==> config.mk <==
export PLATFORM = sky130hd
export DESIGN_NAME = printf_spec_parser_unit
export DESIGN_NICKNAME = d
export VERILOG_FILES = /design/src/hw/rtl/psp_pkg.sv /design/src/hw/rtl/psp_in_reg.sv /design/src/hw/rtl/psp_parse_core.sv /design/src/hw/rtl/psp_out_reg.sv /design/src/hw/rtl/printf_spec_parser_unit.sv
export SDC_FILE = /design/constraint.sdc
export NUM_CORES = 1
export LEC_CHECK = 0
export ABC_AREA = 1
export BUFFER_PORTS_ARGS = -buffer_cell sky130_fd_sc_hd__buf_2
export CORE_ASPECT_RATIO = 0.6
export CORE_MARGIN = 2
export CORE_UTILIZATION = 45
export CTS_CLUSTER_DIAMETER = 120
export DETAILED_ROUTE_END_ITERATION = 6
export GPL_TIMING_DRIVEN = 0
export PLACE_DENSITY = 0.66
export SYNTH_ARGS = -nofsm -noshare
export SYNTH_HDL_FRONTEND = slang
export SYNTH_HIERARCHICAL = 1
export SYNTH_SLANG_ARGS = --single-unit
==> constraint.sdc <==
create_clock -name clock -period 16.1 [get_ports clock]
set_input_delay 1.61 -clock clock [delete_from_list [all_inputs] [get_ports clock]]
set_output_delay 1.61 -clock clock [all_outputs]
set_load 0.02 [all_outputs]
==> src/hw/rtl/psp_pkg.sv <==
`default_nettype none

package psp_pkg;

   // parse phases
   typedef enum logic [2:0] {
      PH_IDLE   = 3'd0,
      PH_FLAGS  = 3'd1,
      PH_SEPS   = 3'd2,
      PH_ARGIDX = 3'd3,
      PH_WIDTH  = 3'd4,
      PH_PREC   = 3'd5,
      PH_MOD    = 3'd6,
      PH_BEGIN  = 3'd7
   } phase_type;

   // fixed limits
   localparam int unsigned MAX_DIGITS    = 63;
   localparam int unsigned MAX_MODIFIERS = 3;
   localparam logic [30:0] NUM_MAX       = 31'h7FFF_FFFF;
   localparam logic [30:0] IDX_MAX       = 31'd65535;
   localparam logic [16:0] ARGS_MAX      = 17'd65536;
   localparam logic [6:0]  DIGIT_SAT     = 7'd127;
   localparam logic [6:0]  LEN_SAT       = 7'd127;

   // flag bit positions
   localparam int unsigned FB_SPACE  = 0;
   localparam int unsigned FB_ZERO   = 1;
   localparam int unsigned FB_HASH   = 2;
   localparam int unsigned FB_MINUS  = 3;
   localparam int unsigned FB_PLUS   = 4;
   localparam int unsigned FB_QUOTE  = 5;
   localparam int unsigned FB_WFOUND = 6;
   localparam int unsigned FB_WARG   = 7;
   localparam int unsigned FB_WIDX   = 8;
   localparam int unsigned FB_PFOUND = 9;
   localparam int unsigned FB_PARG   = 10;
   localparam int unsigned FB_PIDX   = 11;

   // characters
   localparam logic [7:0] CH_NUL    = 8'h00;
   localparam logic [7:0] CH_SPACE  = 8'h20;
   localparam logic [7:0] CH_HASH   = 8'h23;
   localparam logic [7:0] CH_DOLLAR = 8'h24;
   localparam logic [7:0] CH_QUOTE  = 8'h27;
   localparam logic [7:0] CH_STAR   = 8'h2A;
   localparam logic [7:0] CH_PLUS   = 8'h2B;
   localparam logic [7:0] CH_COMMA  = 8'h2C;
   localparam logic [7:0] CH_MINUS  = 8'h2D;
   localparam logic [7:0] CH_DOT    = 8'h2E;
   localparam logic [7:0] CH_0      = 8'h30;
   localparam logic [7:0] CH_1      = 8'h31;
   localparam logic [7:0] CH_9      = 8'h39;
   localparam logic [7:0] CH_COLON  = 8'h3A;
   localparam logic [7:0] CH_SEMI   = 8'h3B;
   localparam logic [7:0] CH_UPPER_L = 8'h4C;
   localparam logic [7:0] CH_UNDER  = 8'h5F;
   localparam logic [7:0] CH_H      = 8'h68;
   localparam logic [7:0] CH_J      = 8'h6A;
   localparam logic [7:0] CH_L      = 8'h6C;
   localparam logic [7:0] CH_Q      = 8'h71;
   localparam logic [7:0] CH_T      = 8'h74;
   localparam logic [7:0] CH_Z      = 8'h7A;

   // one input item
   typedef struct packed {
      logic [7:0] ch;
      logic       spec_start;
      logic       format_start;
   } item_type;

   // one result item
   typedef struct packed {
      logic        status;
      logic [7:0]  conversion;
      logic [11:0] flag_bits;
      logic [7:0]  separator;
      logic [30:0] width;
      logic [30:0] precision;
      logic [15:0] value_index;
      logic [15:0] width_index;
      logic [15:0] precision_index;
      logic [23:0] modifiers;
      logic [6:0]  spec_length;
      logic [16:0] args_used;
   } result_type;

endpackage

`default_nettype wire

==> src/hw/rtl/psp_in_reg.sv <==
`default_nettype none

module psp_in_reg (
   input  wire logic              clock,
   input  wire logic              reset,
   input  wire logic              in_valid,
   output logic                   in_ready,
   input  wire psp_pkg::item_type in_item,
   input  wire logic              out_free,
   output logic                   step,
   output psp_pkg::item_type      item
);
   import psp_pkg::*;

   logic     valid_ff;
   logic     valid_in;
   item_type item_ff;

   // an item moves on when the result side has room
   assign step     = valid_ff & out_free;
   assign in_ready = ~valid_ff | step;
   assign item     = item_ff;

   always_comb begin
      valid_in = valid_ff;
      if (in_ready) begin
         valid_in = in_valid;
      end
   end

   // input register
   always_ff @(posedge clock) begin
      if (reset) begin
         valid_ff <= 1'b0;
      end else begin
         valid_ff <= valid_in;
      end
   end

   always_ff @(posedge clock) begin
      if (in_valid & in_ready) begin
         item_ff <= in_item;
      end
   end

endmodule

`default_nettype wire

==> src/hw/rtl/psp_parse_core.sv <==
`default_nettype none

module psp_parse_core #(
   parameter int unsigned MAX_SPEC_LEN = 127
) (
   input  wire logic              clock,
   input  wire logic              reset,
   input  wire logic              step,
   input  wire psp_pkg::item_type item,
   output logic                   emit,
   output psp_pkg::result_type    result
);
   import psp_pkg::*;

   localparam int unsigned POS_W = $clog2(MAX_SPEC_LEN + 1);
   localparam int unsigned EXT_W = (POS_W > 7) ? POS_W : 7;

   // state registers
   phase_type        phase_ff, phase_in;
   logic [16:0]      counter_ff, counter_in;
   logic [30:0]      acc_ff, acc_in;
   logic [6:0]       dcount_ff, dcount_in;
   logic [POS_W-1:0] pos_ff, pos_in;
   logic             nopen_ff, nopen_in;
   logic [1:0]       mcount_ff, mcount_in;
   logic [11:0]      flags_ff, flags_in;
   logic [7:0]       sep_ff, sep_in;
   logic [30:0]      width_ff, width_in;
   logic [30:0]      prec_ff, prec_in;
   logic [15:0]      vidx_ff, vidx_in;
   logic [15:0]      widx_ff, widx_in;
   logic [15:0]      pidx_ff, pidx_in;
   logic [23:0]      mods_ff, mods_in;
   logic [16:0]      work_ff, work_in;

   logic [7:0]       ch;
   logic             is_dig;
   logic             is_nz_dig;
   logic [34:0]      prod;
   logic [30:0]      acc_dig;
   logic [6:0]       dcount_dig;
   logic             too_many;
   logic             idx_ok;
   logic             active;
   logic             go;
   logic             err;
   logic             done;
   logic [16:0]      used;
   logic [EXT_W-1:0] len_ext;

   assign ch        = item.ch;
   assign is_dig    = (ch >= CH_0) && (ch <= CH_9);
   assign is_nz_dig = (ch >= CH_1) && (ch <= CH_9);

   // one digit step on the open number: times ten plus digit, saturating
   assign prod       = {4'b0, acc_ff} * 35'd10 + {31'b0, ch[3:0]};
   assign acc_dig    = (prod > {4'b0, NUM_MAX}) ? NUM_MAX : prod[30:0];
   assign dcount_dig = (dcount_ff < DIGIT_SAT) ? dcount_ff + 7'd1 : dcount_ff;

   // evaluation of the open number
   assign too_many = dcount_ff > 7'(MAX_DIGITS);
   assign idx_ok   = !too_many && (acc_ff != 31'd0) && (acc_ff <= IDX_MAX);

   // next state for one character, phases in fall-through order
   always_comb begin
      phase_in   = phase_ff;
      counter_in = counter_ff;
      acc_in     = acc_ff;
      dcount_in  = dcount_ff;
      pos_in     = pos_ff;
      nopen_in   = nopen_ff;
      mcount_in  = mcount_ff;
      flags_in   = flags_ff;
      sep_in     = sep_ff;
      width_in   = width_ff;
      prec_in    = prec_ff;
      vidx_in    = vidx_ff;
      widx_in    = widx_ff;
      pidx_in    = pidx_ff;
      mods_in    = mods_ff;
      work_in    = work_ff;
      active     = 1'b0;
      go         = 1'b0;
      err        = 1'b0;
      done       = 1'b0;
      used       = 17'd0;

      if (step) begin
         // a new specifier clears the record
         if (item.spec_start) begin
            if (item.format_start) begin
               counter_in = 17'd0;
            end
            flags_in  = 12'd0;
            sep_in    = 8'd0;
            width_in  = 31'd0;
            prec_in   = 31'd0;
            vidx_in   = 16'd0;
            widx_in   = 16'd0;
            pidx_in   = 16'd0;
            mods_in   = 24'd0;
            work_in   = counter_in;
            nopen_in  = 1'b0;
            acc_in    = 31'd0;
            dcount_in = 7'd0;
            mcount_in = 2'd0;
            pos_in    = '0;
            phase_in  = PH_BEGIN;
            active    = 1'b1;
         end else begin
            active = (phase_ff != PH_IDLE);
         end
      end

      if (active) begin
         pos_in = pos_in + POS_W'(1);
         if ((ch == CH_NUL) || (pos_in >= POS_W'(MAX_SPEC_LEN))) begin
            err = 1'b1;
         end else begin
            go = 1'b1;
         end
      end

      // leading digits: index or width
      if (go && (phase_in == PH_BEGIN)) begin
         nopen_in = 1'b0;
         if (is_nz_dig) begin
            nopen_in  = 1'b1;
            acc_in    = {27'b0, ch[3:0]};
            dcount_in = 7'd1;
            phase_in  = PH_ARGIDX;
            go        = 1'b0;
         end else begin
            phase_in = PH_FLAGS;
         end
      end

      // flag characters
      if (go && (phase_in == PH_FLAGS)) begin
         go = 1'b0;
         unique case (ch)
            CH_SPACE: flags_in[FB_SPACE] = 1'b1;
            CH_0:     flags_in[FB_ZERO]  = 1'b1;
            CH_HASH:  flags_in[FB_HASH]  = 1'b1;
            CH_MINUS: flags_in[FB_MINUS] = 1'b1;
            CH_PLUS:  flags_in[FB_PLUS]  = 1'b1;
            CH_QUOTE: flags_in[FB_QUOTE] = 1'b1;
            default: begin
               go       = 1'b1;
               phase_in = PH_SEPS;
            end
         endcase
      end

      // grouping separator
      if (go && (phase_in == PH_SEPS)) begin
         phase_in = PH_WIDTH;
         if ((ch == CH_COMMA) || (ch == CH_SEMI) || (ch == CH_COLON) ||
             (ch == CH_UNDER)) begin
            sep_in = ch;
            go     = 1'b0;
         end
      end

      // positional value index
      if (go && (phase_in == PH_ARGIDX)) begin
         if (is_dig) begin
            acc_in    = acc_dig;
            dcount_in = dcount_dig;
            go        = 1'b0;
         end else if (ch == CH_DOLLAR) begin
            go = 1'b0;
            if (!idx_ok) begin
               err = 1'b1;
            end else begin
               vidx_in  = acc_ff[15:0];
               work_in  = {1'b0, acc_ff[15:0]};
               nopen_in = 1'b0;
               phase_in = PH_FLAGS;
            end
         end else begin
            flags_in[FB_WFOUND] = 1'b1;
            phase_in            = PH_WIDTH;
         end
      end

      // width
      if (go && (phase_in == PH_WIDTH)) begin
         if (!nopen_in) begin
            if (ch == CH_STAR) begin
               flags_in[FB_WFOUND] = 1'b1;
               flags_in[FB_WARG]   = 1'b1;
               nopen_in            = 1'b1;
               acc_in              = 31'd0;
               dcount_in           = 7'd0;
               go                  = 1'b0;
            end else if (is_nz_dig) begin
               flags_in[FB_WFOUND] = 1'b1;
               nopen_in            = 1'b1;
               acc_in              = {27'b0, ch[3:0]};
               dcount_in           = 7'd1;
               go                  = 1'b0;
            end
         end else begin
            if (is_dig) begin
               acc_in    = acc_dig;
               dcount_in = dcount_dig;
               go        = 1'b0;
            end else if (ch == CH_DOLLAR) begin
               go = 1'b0;
               if (!flags_in[FB_WARG] || !idx_ok) begin
                  err = 1'b1;
               end else begin
                  flags_in[FB_WIDX] = 1'b1;
                  widx_in           = acc_ff[15:0];
                  work_in           = {1'b0, acc_ff[15:0]};
                  nopen_in          = 1'b0;
                  phase_in          = PH_PREC;
               end
            end else if (!flags_in[FB_WARG]) begin
               if (too_many) begin
                  err = 1'b1;
                  go  = 1'b0;
               end else begin
                  width_in = acc_ff;
               end
            end else if (work_in < ARGS_MAX) begin
               work_in = work_in + 17'd1;
            end
         end
         if (go) begin
            nopen_in = 1'b0;
            phase_in = PH_PREC;
         end
      end

      // precision
      if (go && (phase_in == PH_PREC)) begin
         if (!nopen_in) begin
            if (ch == CH_DOT) begin
               flags_in[FB_PFOUND] = 1'b1;
               nopen_in            = 1'b1;
               acc_in              = 31'd0;
               dcount_in           = 7'd0;
               go                  = 1'b0;
            end
         end else begin
            if (ch == CH_STAR) begin
               go = 1'b0;
               if (flags_in[FB_PARG]) begin
                  err = 1'b1;
               end else begin
                  flags_in[FB_PARG] = 1'b1;
                  acc_in            = 31'd0;
                  dcount_in         = 7'd0;
               end
            end else if (is_dig) begin
               acc_in    = acc_dig;
               dcount_in = dcount_dig;
               go        = 1'b0;
            end else if (ch == CH_DOLLAR) begin
               go = 1'b0;
               if (!flags_in[FB_PARG] || !idx_ok) begin
                  err = 1'b1;
               end else begin
                  flags_in[FB_PIDX] = 1'b1;
                  pidx_in           = acc_ff[15:0];
                  work_in           = {1'b0, acc_ff[15:0]};
                  phase_in          = PH_MOD;
               end
            end else if (!flags_in[FB_PARG]) begin
               if (too_many) begin
                  err = 1'b1;
                  go  = 1'b0;
               end else begin
                  prec_in = acc_ff;
               end
            end else if (work_in < ARGS_MAX) begin
               work_in = work_in + 17'd1;
            end
         end
         if (go) begin
            phase_in = PH_MOD;
         end
      end

      // length modifiers, then the conversion
      if (go && (phase_in == PH_MOD)) begin
         if ((ch == CH_H) || (ch == CH_L) || (ch == CH_J) || (ch == CH_T) ||
             (ch == CH_Z) || (ch == CH_Q) || (ch == CH_UPPER_L)) begin
            if (mcount_in >= 2'(MAX_MODIFIERS)) begin
               err = 1'b1;
            end else begin
               unique case (mcount_in)
                  2'd0:    mods_in[7:0]   = ch;
                  2'd1:    mods_in[15:8]  = ch;
                  2'd2:    mods_in[23:16] = ch;
                  default: mods_in        = mods_in;
               endcase
               mcount_in = mcount_in + 2'd1;
            end
         end else begin
            done = 1'b1;
         end
      end

      // close the specifier
      used = (work_in >= ARGS_MAX) ? ARGS_MAX : work_in + 17'd1;
      if (err || done) begin
         phase_in = PH_IDLE;
      end
      if (done) begin
         counter_in = used;
      end
   end

   // result item
   always_comb begin
      result = '0;
      emit   = err | done;
      if (done) begin
         len_ext                = EXT_W'(pos_in) + EXT_W'(1);
         result.status          = 1'b0;
         result.conversion      = ch;
         result.flag_bits       = flags_in;
         result.separator       = sep_in;
         result.width           = width_in;
         result.precision       = prec_in;
         result.value_index     = vidx_in;
         result.width_index     = widx_in;
         result.precision_index = pidx_in;
         result.modifiers       = mods_in;
         result.args_used       = used;
      end else begin
         len_ext          = EXT_W'(pos_in);
         result.status    = 1'b1;
         result.args_used = counter_in;
      end
      result.spec_length = (len_ext > EXT_W'(LEN_SAT)) ? LEN_SAT : len_ext[6:0];
   end

   // control state
   always_ff @(posedge clock) begin
      if (reset) begin
         phase_ff   <= PH_IDLE;
         counter_ff <= 17'd0;
      end else begin
         phase_ff   <= phase_in;
         counter_ff <= counter_in;
      end
   end

   // number and record state
   always_ff @(posedge clock) begin
      acc_ff    <= acc_in;
      dcount_ff <= dcount_in;
      pos_ff    <= pos_in;
      nopen_ff  <= nopen_in;
      mcount_ff <= mcount_in;
      flags_ff  <= flags_in;
      sep_ff    <= sep_in;
      width_ff  <= width_in;
      prec_ff   <= prec_in;
      vidx_ff   <= vidx_in;
      widx_ff   <= widx_in;
      pidx_ff   <= pidx_in;
      mods_ff   <= mods_in;
      work_ff   <= work_in;
   end

endmodule

`default_nettype wire

==> src/hw/rtl/psp_out_reg.sv <==
`default_nettype none

module psp_out_reg (
   input  wire logic                clock,
   input  wire logic                reset,
   input  wire logic                step,
   input  wire logic                emit,
   input  wire psp_pkg::result_type result,
   input  wire logic                out_ready,
   output logic                     out_valid,
   output logic                     out_free,
   output psp_pkg::result_type      out_item
);
   import psp_pkg::*;

   logic       valid_ff;
   logic       valid_in;
   result_type item_ff;

   assign out_valid = valid_ff;
   assign out_free  = ~valid_ff | out_ready;
   assign out_item  = item_ff;

   // valid follows the step, drops when taken
   always_comb begin
      valid_in = valid_ff;
      if (step) begin
         valid_in = emit;
      end else if (out_ready) begin
         valid_in = 1'b0;
      end
   end

   always_ff @(posedge clock) begin
      if (reset) begin
         valid_ff <= 1'b0;
      end else begin
         valid_ff <= valid_in;
      end
   end

   // result register
   always_ff @(posedge clock) begin
      if (step & emit) begin
         item_ff <= result;
      end
   end

endmodule

`default_nettype wire

==> src/hw/rtl/printf_spec_parser_unit.sv <==
`default_nettype none
// channel  direction  tdata                              tuser
// req      in         ch                                 spec_start, format_start
// rsp      out        conversion .. args_used (186 bits) status
//
// one character per cycle while the result side has room; an item passes the input
// register, is parsed by one pass of logic with a single times-ten step, and lands in
// the result register when it steps on, a result only for a conversion or an error.
// reset is synchronous: the parser returns to idle, the argument counter to 0.
// a stalled result holds the pipe; req_tready stays high while a slot is free.
module printf_spec_parser_unit #(
   parameter int unsigned MAX_SPEC_LEN = 127
) (
   input  wire logic         clock,
   input  wire logic         reset,
   input  wire logic         req_tvalid,
   output logic              req_tready,
   input  wire logic [7:0]   req_tdata,   // ch
   input  wire logic [1:0]   req_tuser,   // spec_start, format_start
   output logic              rsp_tvalid,
   input  wire logic         rsp_tready,
   // conversion, flag_bits, separator, width, precision, value_index,
   // width_index, precision_index, modifiers, spec_length, args_used, zero pad
   output logic [191:0]      rsp_tdata,
   output logic [0:0]        rsp_tuser    // status
);
   import psp_pkg::*;

   item_type   in_item;
   item_type   item;
   result_type result;
   result_type out_item;
   logic       step;
   logic       emit;
   logic       out_free;

   assign in_item.ch           = req_tdata;
   assign in_item.spec_start   = req_tuser[0];
   assign in_item.format_start = req_tuser[1];

   // input register
   psp_in_reg u_in_reg (
      .clock    (clock),
      .reset    (reset),
      .in_valid (req_tvalid),
      .in_ready (req_tready),
      .in_item  (in_item),
      .out_free (out_free),
      .step     (step),
      .item     (item)
   );

   // parser state and single-pass logic
   psp_parse_core #(
      .MAX_SPEC_LEN (MAX_SPEC_LEN)
   ) u_parse_core (
      .clock  (clock),
      .reset  (reset),
      .step   (step),
      .item   (item),
      .emit   (emit),
      .result (result)
   );

   // result register
   psp_out_reg u_out_reg (
      .clock     (clock),
      .reset     (reset),
      .step      (step),
      .emit      (emit),
      .result    (result),
      .out_ready (rsp_tready),
      .out_valid (rsp_tvalid),
      .out_free  (out_free),
      .out_item  (out_item)
   );

   // pack the result item
   assign rsp_tdata = {6'b0,
                       out_item.args_used,
                       out_item.spec_length,
                       out_item.modifiers,
                       out_item.precision_index,
                       out_item.width_index,
                       out_item.value_index,
                       out_item.precision,
                       out_item.width,
                       out_item.separator,
                       out_item.flag_bits,
                       out_item.conversion};
   assign rsp_tuser = out_item.status;

endmodule

`default_nettype wire
Word-level counts from Yosys, hierarchy flattened
Index checks and enable logic that the tools add are counted.
{ "op_classes": {"mul": 1, "bitwise": 8, "eq_ne": 29, "n_reduce_logical": 35, "order_cmp": 13, "div": 0, "muxes": 255, "shift": 0, "addsub": 8} }
{ "ops": {"columns": ["op", "n"], "rows": [
  ["$mux W31", 35],
  ["$mux W17", 27],
  ["$mux W16", 21],
  ["$mux W7", 22],
  ["$mux W24", 5],
  ["$mux W1", 102],
  ["$eq A8 B6 Y1 const B", 12],
  ["$mux W3", 25],
  ["$eq A8 B7 Y1 const B", 8],
  ["$mux W8", 7],
  ["$add A17 B1 Y17 const B", 3],
  ["$add A35 B4 Y35", 1],
  ["$gt A35 B31 Y1 const B", 1],
  ["$lt A17 B17 Y1 const B", 2],
  ["$mul A31 B3 Y34 const B", 1],
  ["$le A31 B16 Y1 const B", 1],
  ["$reduce_bool A31 Y1", 1],
  ["$mux W12", 2],
  ["$add A7 B1 Y7 const B", 3],
  ["$ge A17 B17 Y1 const B", 1],
  ["$ge A8 B6 Y1 const B", 2],
  ["$mux W2", 8],
  ["$logic_or A1 B1 Y1", 13],
  ["$eq A3 B3 Y1 const B", 4],
  ["23 further kinds", 42]
]} }
{ "totals": {"memories": 0, "latchBits": 0, "ramBits": 0, "mem_bits_ro": 0, "inputBits": 14, "regBits": 438} }

Depth between registers and ports, before layout
{ "logic_depth": {"ltp_word": 41, "ltp_mapped": 50, "ltp_nobuf": 48} }

Modules after synthesis
The synthesis kept the hierarchy.
{ "by_module_without_submodules": {"columns": ["mod", "seq_area_each_um2", "cells_per_inst", "n_inst", "area_per_inst_um2"], "rows": [
  ["psp_parse_core", 4784.6, 2726, 1, 17221.5],
  ["psp_out_reg", 5635.4, 195, 1, 5666.7],
  ["psp_in_reg", 320.3, 18, 1, 355.3],
  ["printf_spec_parser_unit", 0.0, 7, 1, 48.8]
]} }

Least setup slack after synthesis
OpenSTA, ideal clock, no wires.
{ "synth_path": {"kind": "input to register", "from": "input rsp_tready", "to": "register u_out_reg.item_ff, in the netlist u_out_reg/out_item[0], enable pin", "required_time_ns": 15.561, "arrival_ns": 8.739, "path_buffers": 0, "slack_ns": 6.821, "cell_stages": 36, "path_cell_list": "inv_1 -> nand2_1 -> nand2_1 -> inv_1 -> nand2_4 -> nand2_1 -> inv_2 -> ha_1 -> nand4_2 -> o21bai_1 -> nand2_1 -> nand3_2 -> nand4_4 -> nand2_4 -> nand2_1 -> nor2_4 -> nand2_2 -> nand2_1 -> nand2_2 -> o21ai_1 -> nand2_2 -> nor2_4 -> nand2_4 -> nor3_4 -> a21oi_4 -> nor2_2 -> nand2_1 -> o21ai_1 -> nand2_1 -> nand2_1 -> nand2_2 -> inv_4 -> nand2_4 -> nand3_1 -> nand2_1 -> inv_1"} }
{ "synth_between": {"elab_chain_cells": 40, "word_cells_on_any_way": 118, "cone_classes": "add/sub: 1; order compare: 2; eq/ne: 7; mux: 92; bitwise: 4; reduce/logical: 12"} }
{ "synth_rtl": {"columns": ["item", "line_no", "rtl"], "rows": [
  ["from (decl)", "printf_spec_parser_unit.sv:21", "input wire logic rsp_tready,"],
  ["$or A1 B1 Y1 (*)", "psp_out_reg.sv:21", "assign out_free = ~valid_ff | out_ready;"],
  ["named net out_free", "printf_spec_parser_unit.sv:35", "logic out_free;"],
  ["$and A1 B1 Y1 (*)", "psp_in_reg.sv:20", "assign step = valid_ff & out_free;"],
  ["named net step", "printf_spec_parser_unit.sv:33", "logic step;"],
  ["$mux W7", "psp_parse_core.sv:88", "if (step) begin"],
  ["$add A7 B1 Y7", "psp_parse_core.sv:116", "pos_in = pos_in + POS_W'(1);"],
  ["$ge A7 B7 Y1", "psp_parse_core.sv:117", "if ((ch == CH_NUL) || (pos_in >= POS_W'(MAX_SPEC_LEN))) begin"],
  ["$logic_or A1 B1 Y1", "psp_parse_core.sv:117", null],
  ["[... 27 more ...]", null, null],
  ["$mux W3", "psp_parse_core.sv:282", "if (go) begin"],
  ["$mux W3", "psp_parse_core.sv:238", "if (go && (phase_in == PH_PREC)) begin"],
  ["$eq A3 B3 Y1", "psp_parse_core.sv:288", "if (go && (phase_in == PH_MOD)) begin"],
  ["$logic_and A1 B1 Y1", "psp_parse_core.sv:288", null],
  ["$mux W1", "psp_parse_core.sv:288", null],
  ["$or A1 B1 Y1 (*)", "psp_parse_core.sv:320", "emit = err | done;"],
  ["named net emit", "printf_spec_parser_unit.sv:34", "logic emit;"],
  ["$and A1 B1 Y1 (*)", "psp_out_reg.sv:44", "if (step & emit) begin"],
  ["to (signal assigned)", "psp_out_reg.sv:45", "item_ff <= result;"],
  ["to (decl)", "psp_out_reg.sv:18", "result_type item_ff;"]
]} }
Mark *: on every way through the listed nets, which the timed path passes. The rest lies on a longest branch. The select of a mux whose other input is x is not followed.
A chain may end at the register's enable or synchronous reset.

Final worst setup path
{ "layout_path": {"from": "input rsp_tready", "to": "register u_out_reg.item_ff, in the netlist u_out_reg/out_item[153], enable pin"} }
Same word-level chain as after synthesis.

==> results.md <==
Final layout:
- Leaving out fill and tap cells, the most frequent cells in the layout are sky130_fd_sc_hd__nand2_1, sky130_fd_sc_hd__inv_1, sky130_fd_sc_hd__nor2_1.
- The most frequent standard cell in the layout excluding fill and tap cells is sky130_fd_sc_hd__nand2_1.
- The number of nets in the layout is 3281.
- The signed area change from the synthesized netlist to the final layout is 14.4%.
- The storage element area is 10700 sq um.
- The number of filler cells placed in the layout is 4916.
- The share of layout cells above drive strength 1 is 15.1%.
- The final cell area excluding filler cells is 26600 sq um.
- The multi-input combinational cells in the finished layout cover a total of 10400 sq um.

Worst setup path:
- The capturing element type of the critical path is a register.
- Among the stages of the critical path, the cell type that occurs most often is sky130_fd_sc_hd__nand2_1.
- The cell family contributing the most delay on the critical path is simple AND/OR/NAND/NOR gates.
- For the worst setup path, the data arrival time is 7.95 ns.
- The critical path class is in -> reg.
- STA puts the critical path data required time at 16.28 ns.
- The worst reg-to-reg setup slack is 8.90 ns.
- STA classifies the critical path startpoint as a primary input.
- Counting both buffers and inverters, the worst setup path holds a total of 8.
- The largest single stage delay on the critical path is 0.44 ns.
- The largest individual stage delay along the critical path comes from the cell sky130_fd_sc_hd__nor2_4.
- Of all nets on the critical path, the largest fanout is 124.

Synthesis:
- Of all cell types, the one taking the most synthesized area is sky130_fd_sc_hd__edfxtp_1.
- The number of storage elements in the synthesis netlist is 438.
- The share of flip-flops with an asynchronous set or reset is 0%.
- The area of the mapped netlist is 23300 sq um.
- By area the synthesized netlist is led by sky130_fd_sc_hd__edfxtp_1, sky130_fd_sc_hd__dfxtp_1, sky130_fd_sc_hd__nand2_1.
- Averaged over all synthesized cells, the footprint is 7.91 sq um.
- The area fraction of the dominant cell type after synthesis is 25.4%.
- The share of the yosys chip area belonging to registers is 46.1%.
- The Yosys step of the flow raised 6 warnings.
- The distinct cell type count after synthesis is 68.
- The count of flip-flops with a built-in enable after synthesis is 197.
- The most instantiated flip-flop cell in the synthesis netlist is sky130_fd_sc_hd__dfxtp_1.
- The cell count after synthesis is 2946.

Pwr:
- The worst-case IR drop observed on VDD is 0.0635 mV.
- The sequential fraction of design power is 48.4%.
- In this run switching power makes up 26.6% of total power.
- The portion of total power attributed to the clock network is 41.0%.
- The leakage dissipation is 0.0115 uW.
- The internal power is 1820 uW.
- For this design the ratio of total power to cell area is 92.9 nW/um^2.
- The power after layout is 2470 uW.
- Combinational cells account for 10.5% of the total power.
- The total net switching power is 657 uW.

Timing:
- The minimum clock period after layout is 7.77 ns.
- The max-slew violation count is 0.
- The final number of setup-violating endpoints is 0.
- Setup total negative slack on the finished layout was measured at 0 ns.
- The number of failing hold endpoints at the final stage is 0.
- The highest clock rate is 129 MHz.
- The final period utilization is 48.3%.
- Setup repair after global routing left no endpoint under its margin.
- In this run the tightest slew margin relative to its limit is 15.5%.
- The slew at the pin closest to its max-slew limit is 1.26 ns.
- The setup clock skew after layout is 0.0330 ns.
- The worst hold-check slack is 0.442 ns.

GRT:
- The wire length of the first global-routing pass is 121000 microns.
- The total congestion overflow after global routing is 0.
- The global routing met1 resource utilization is 46.7%.
- The layer carrying the most global-route usage is met1.
- The number of global-route vias before repair is 19800.
- Global routing consumed, on the met2 layer, 40.3% of the routing resources.
- Global routing used 29.4% of the available tracks.
- The pin count of the biggest net entering global routing is 125.
- The met3 routing resource usage after global routing is 6.90%.
- The number of antenna violations at the first check in global routing is 5.

Clock network:
- For the worst-skew pair, the clock arrives at the later sink with an insertion delay of 0.57 ns.
- The count of H-tree levels built during CTS is 2.
- The clock input transition at the sequential cells of the worst setup and hold paths is 0.06 ns.
- TritonCTS built the clock tree.
- No sink is reached through more buffers than the 3 on the longest clock path.
- Gates resized during post-CTS repair numbered 0.
- In this run, CTS created clock tree buffers numbering 42.
- The clock sink count is 438.
- In this run the clock root is driven by a sky130_fd_sc_hd__clkbuf_16.
- The hold buffer count at CTS is 0.
- The post-CTS setup repair buffer count is 0.

Drt:
- The total iterations of the first detailed-routing run is 6.
- The count of nets left with antenna violations once routing finished came out at 0.
- The total routed wirelength is 81100 microns.
- For this block, the initial DRC count from the detailed router was 2452.
- The per-cell routed wire length is 20.7 microns.
- The number of vias in the routed layout is 21600.
- After detailed routing, the number of vias per cell comes to 5.50.
- The DRC violation count after routing is 0.

Floorplanning:
- During I/O placement, the number of pins put on the boundary was 209.
- The core region area is 51000 sq um.
- The die is 298 microns wide.
- The number of cell rows is 64.
- The die covers 53700 sq um.
- The initial utilization of the core area, before any placement, comes to 45.7%.
- The height of the chip is 180 microns.

Job:
- The max capacitance violation total is 0.

Place:
- The cell area after placement is 25200 sq um.
- The count of buffers added on input and output ports is 202.
- Summed over all nets, the half-perimeter wirelength after detailed placement is 63200 microns.
- The weighted congestion reported at the end of routability-driven placement is 0.968.

Status:
- The flow ran to the end, and the final reports show no timing, DRC or antenna violations.

Min path:
- The path type of the worst min-delay path is reg -> reg.
[cell families (layout without fill, tap and decap cells)]
| logic type | count (synthesis) | in the layout | synth area share [%] |
|---|---|---|---|
| XOR/XNOR | 47 | 47 | 1.77 |
| adder cells (fa/ha/maj) | 69 | 69 | 3.77 |
| other | 1 | 7 | 0.0161 |
| buffers and inverters | 532 | 813 | 9.16 |
| flip-flops | 438 | 438 | 46.1 |
| AND/OR/NAND/NOR | 1362 | 1362 | 26.5 |
| AO/OA/AOI/OAI | 495 | 495 | 12.6 |
| multiplexers | 2 | 2 | 0.0860 |
[worst register-to-register path: cells and delay by family, from the launching register on]
family / cells / cell delay (ns)
buffers and inverters: 8 / 2.12
flip-flops: 1 / 0.57
AND/OR/NAND/NOR: 17 / 3.37
AO/OA/AOI/OAI: 3 / 0.51
[layer usage]
metal	share of wire, %	vias up
li1	-	10200
met1	49	10400
met2	39	923
met3	11	86
met4	1.5	0
met5	0	-
[state kept, by name, summed over array words and instances (netlist names), 16 cells and up]
signal                   cells
u_parse_core/mods_ff        24
u_parse_core/width_ff       31
u_out_reg/out_item         187
u_parse_core/counter_ff     17
u_parse_core/pidx_ff        16
u_parse_core/prec_ff        31
u_parse_core/widx_ff        16
u_parse_core/acc_ff         31
u_parse_core/work_ff        17
u_parse_core/vidx_ff        16
[power groups by stage]
stage / Sequential [uW] / Clock, uW / Combinational [uW]
floorplan: 1230 / 0 / 173
global placement: 1230 / 0 / 250
detailed placement: 1220 / 0 / 255
CTS: 1200 / 1030 / 256
global route: 1200 / 1070 / 286
finish: 1200 / 1020 / 261
[synth_stat cells (7+ instances only)]
cell and instances:
sky130_fd_sc_hd__nand2_1 649, sky130_fd_sc_hd__inv_1 379, sky130_fd_sc_hd__nor2_1 314, sky130_fd_sc_hd__dfxtp_1 241
sky130_fd_sc_hd__edfxtp_1 197, sky130_fd_sc_hd__nand3_1 197, sky130_fd_sc_hd__o21ai_0 160, sky130_fd_sc_hd__a21oi_1 125
sky130_fd_sc_hd__ha_1 67, sky130_fd_sc_hd__clkbuf_1 55, sky130_fd_sc_hd__nor3_1 43, sky130_fd_sc_hd__o21ai_1 38
sky130_fd_sc_hd__o21a_1 37, sky130_fd_sc_hd__o22ai_1 37, sky130_fd_sc_hd__xor2_1 36, sky130_fd_sc_hd__nand4_1 33
sky130_fd_sc_hd__inv_2 32, sky130_fd_sc_hd__buf_2 31, sky130_fd_sc_hd__nand2_2 24, sky130_fd_sc_hd__nor2_4 21
sky130_fd_sc_hd__o21ai_2 17, sky130_fd_sc_hd__nor2_2 16, sky130_fd_sc_hd__a22oi_1 14, sky130_fd_sc_hd__a31oi_1 11
sky130_fd_sc_hd__buf_4 11, sky130_fd_sc_hd__nand3_2 11, sky130_fd_sc_hd__o21bai_1 11, sky130_fd_sc_hd__xnor2_1 11
sky130_fd_sc_hd__and3_1 10, sky130_fd_sc_hd__a21oi_2 9, sky130_fd_sc_hd__buf_1 9, sky130_fd_sc_hd__nor4_1 9
sky130_fd_sc_hd__o211ai_1 7
[area by class of cell]
type                            instances  share of cell area [%]
Clock inverter                         21                   0.893
Clock buffer                           57                    4.38
Inverter                              420                    5.99
Tap cell                              693                    3.26
Antenna cell                            1                 0.00939
Timing Repair Buffer                  203                    3.90
Multi-Input combinational cell       1981                    39.2
Sequential cell                       438                    40.3
Buffer                                112                    2.05
[final timing paths]
| path | cells past startpoint | start | endpoint |
|---|---|---|---|
| setup / recovery | 38 | rsp_tready | u_out_reg/out_item[153] |
| hold / removal | 2 | u_parse_core/sep_ff[7] | u_parse_core/sep_ff[7] |
| setup reg to reg | 28 | u_in_reg/item[4] | u_out_reg/out_item[153] |
| hold reg to reg | 2 | u_parse_core/sep_ff[7] | u_parse_core/sep_ff[7] |
[metrics by stage]
| stage | std cells | setup WS [ns] | utilization (%) |
|---|---|---|---|
| final | 3926 | 8.33 | 52.2 |
| after global routing | 3925 | 8.02 | 52.2 |
| after CTS | 3925 | 8.59 | 52.2 |
| after detailed placement | 3847 | 8.05 | 49.5 |
| after global placement | 3846 | 3.95 | 49.4 |
| after floorplan | 2951 | 6.82 | - |
(Power assumes the default switching activity.)
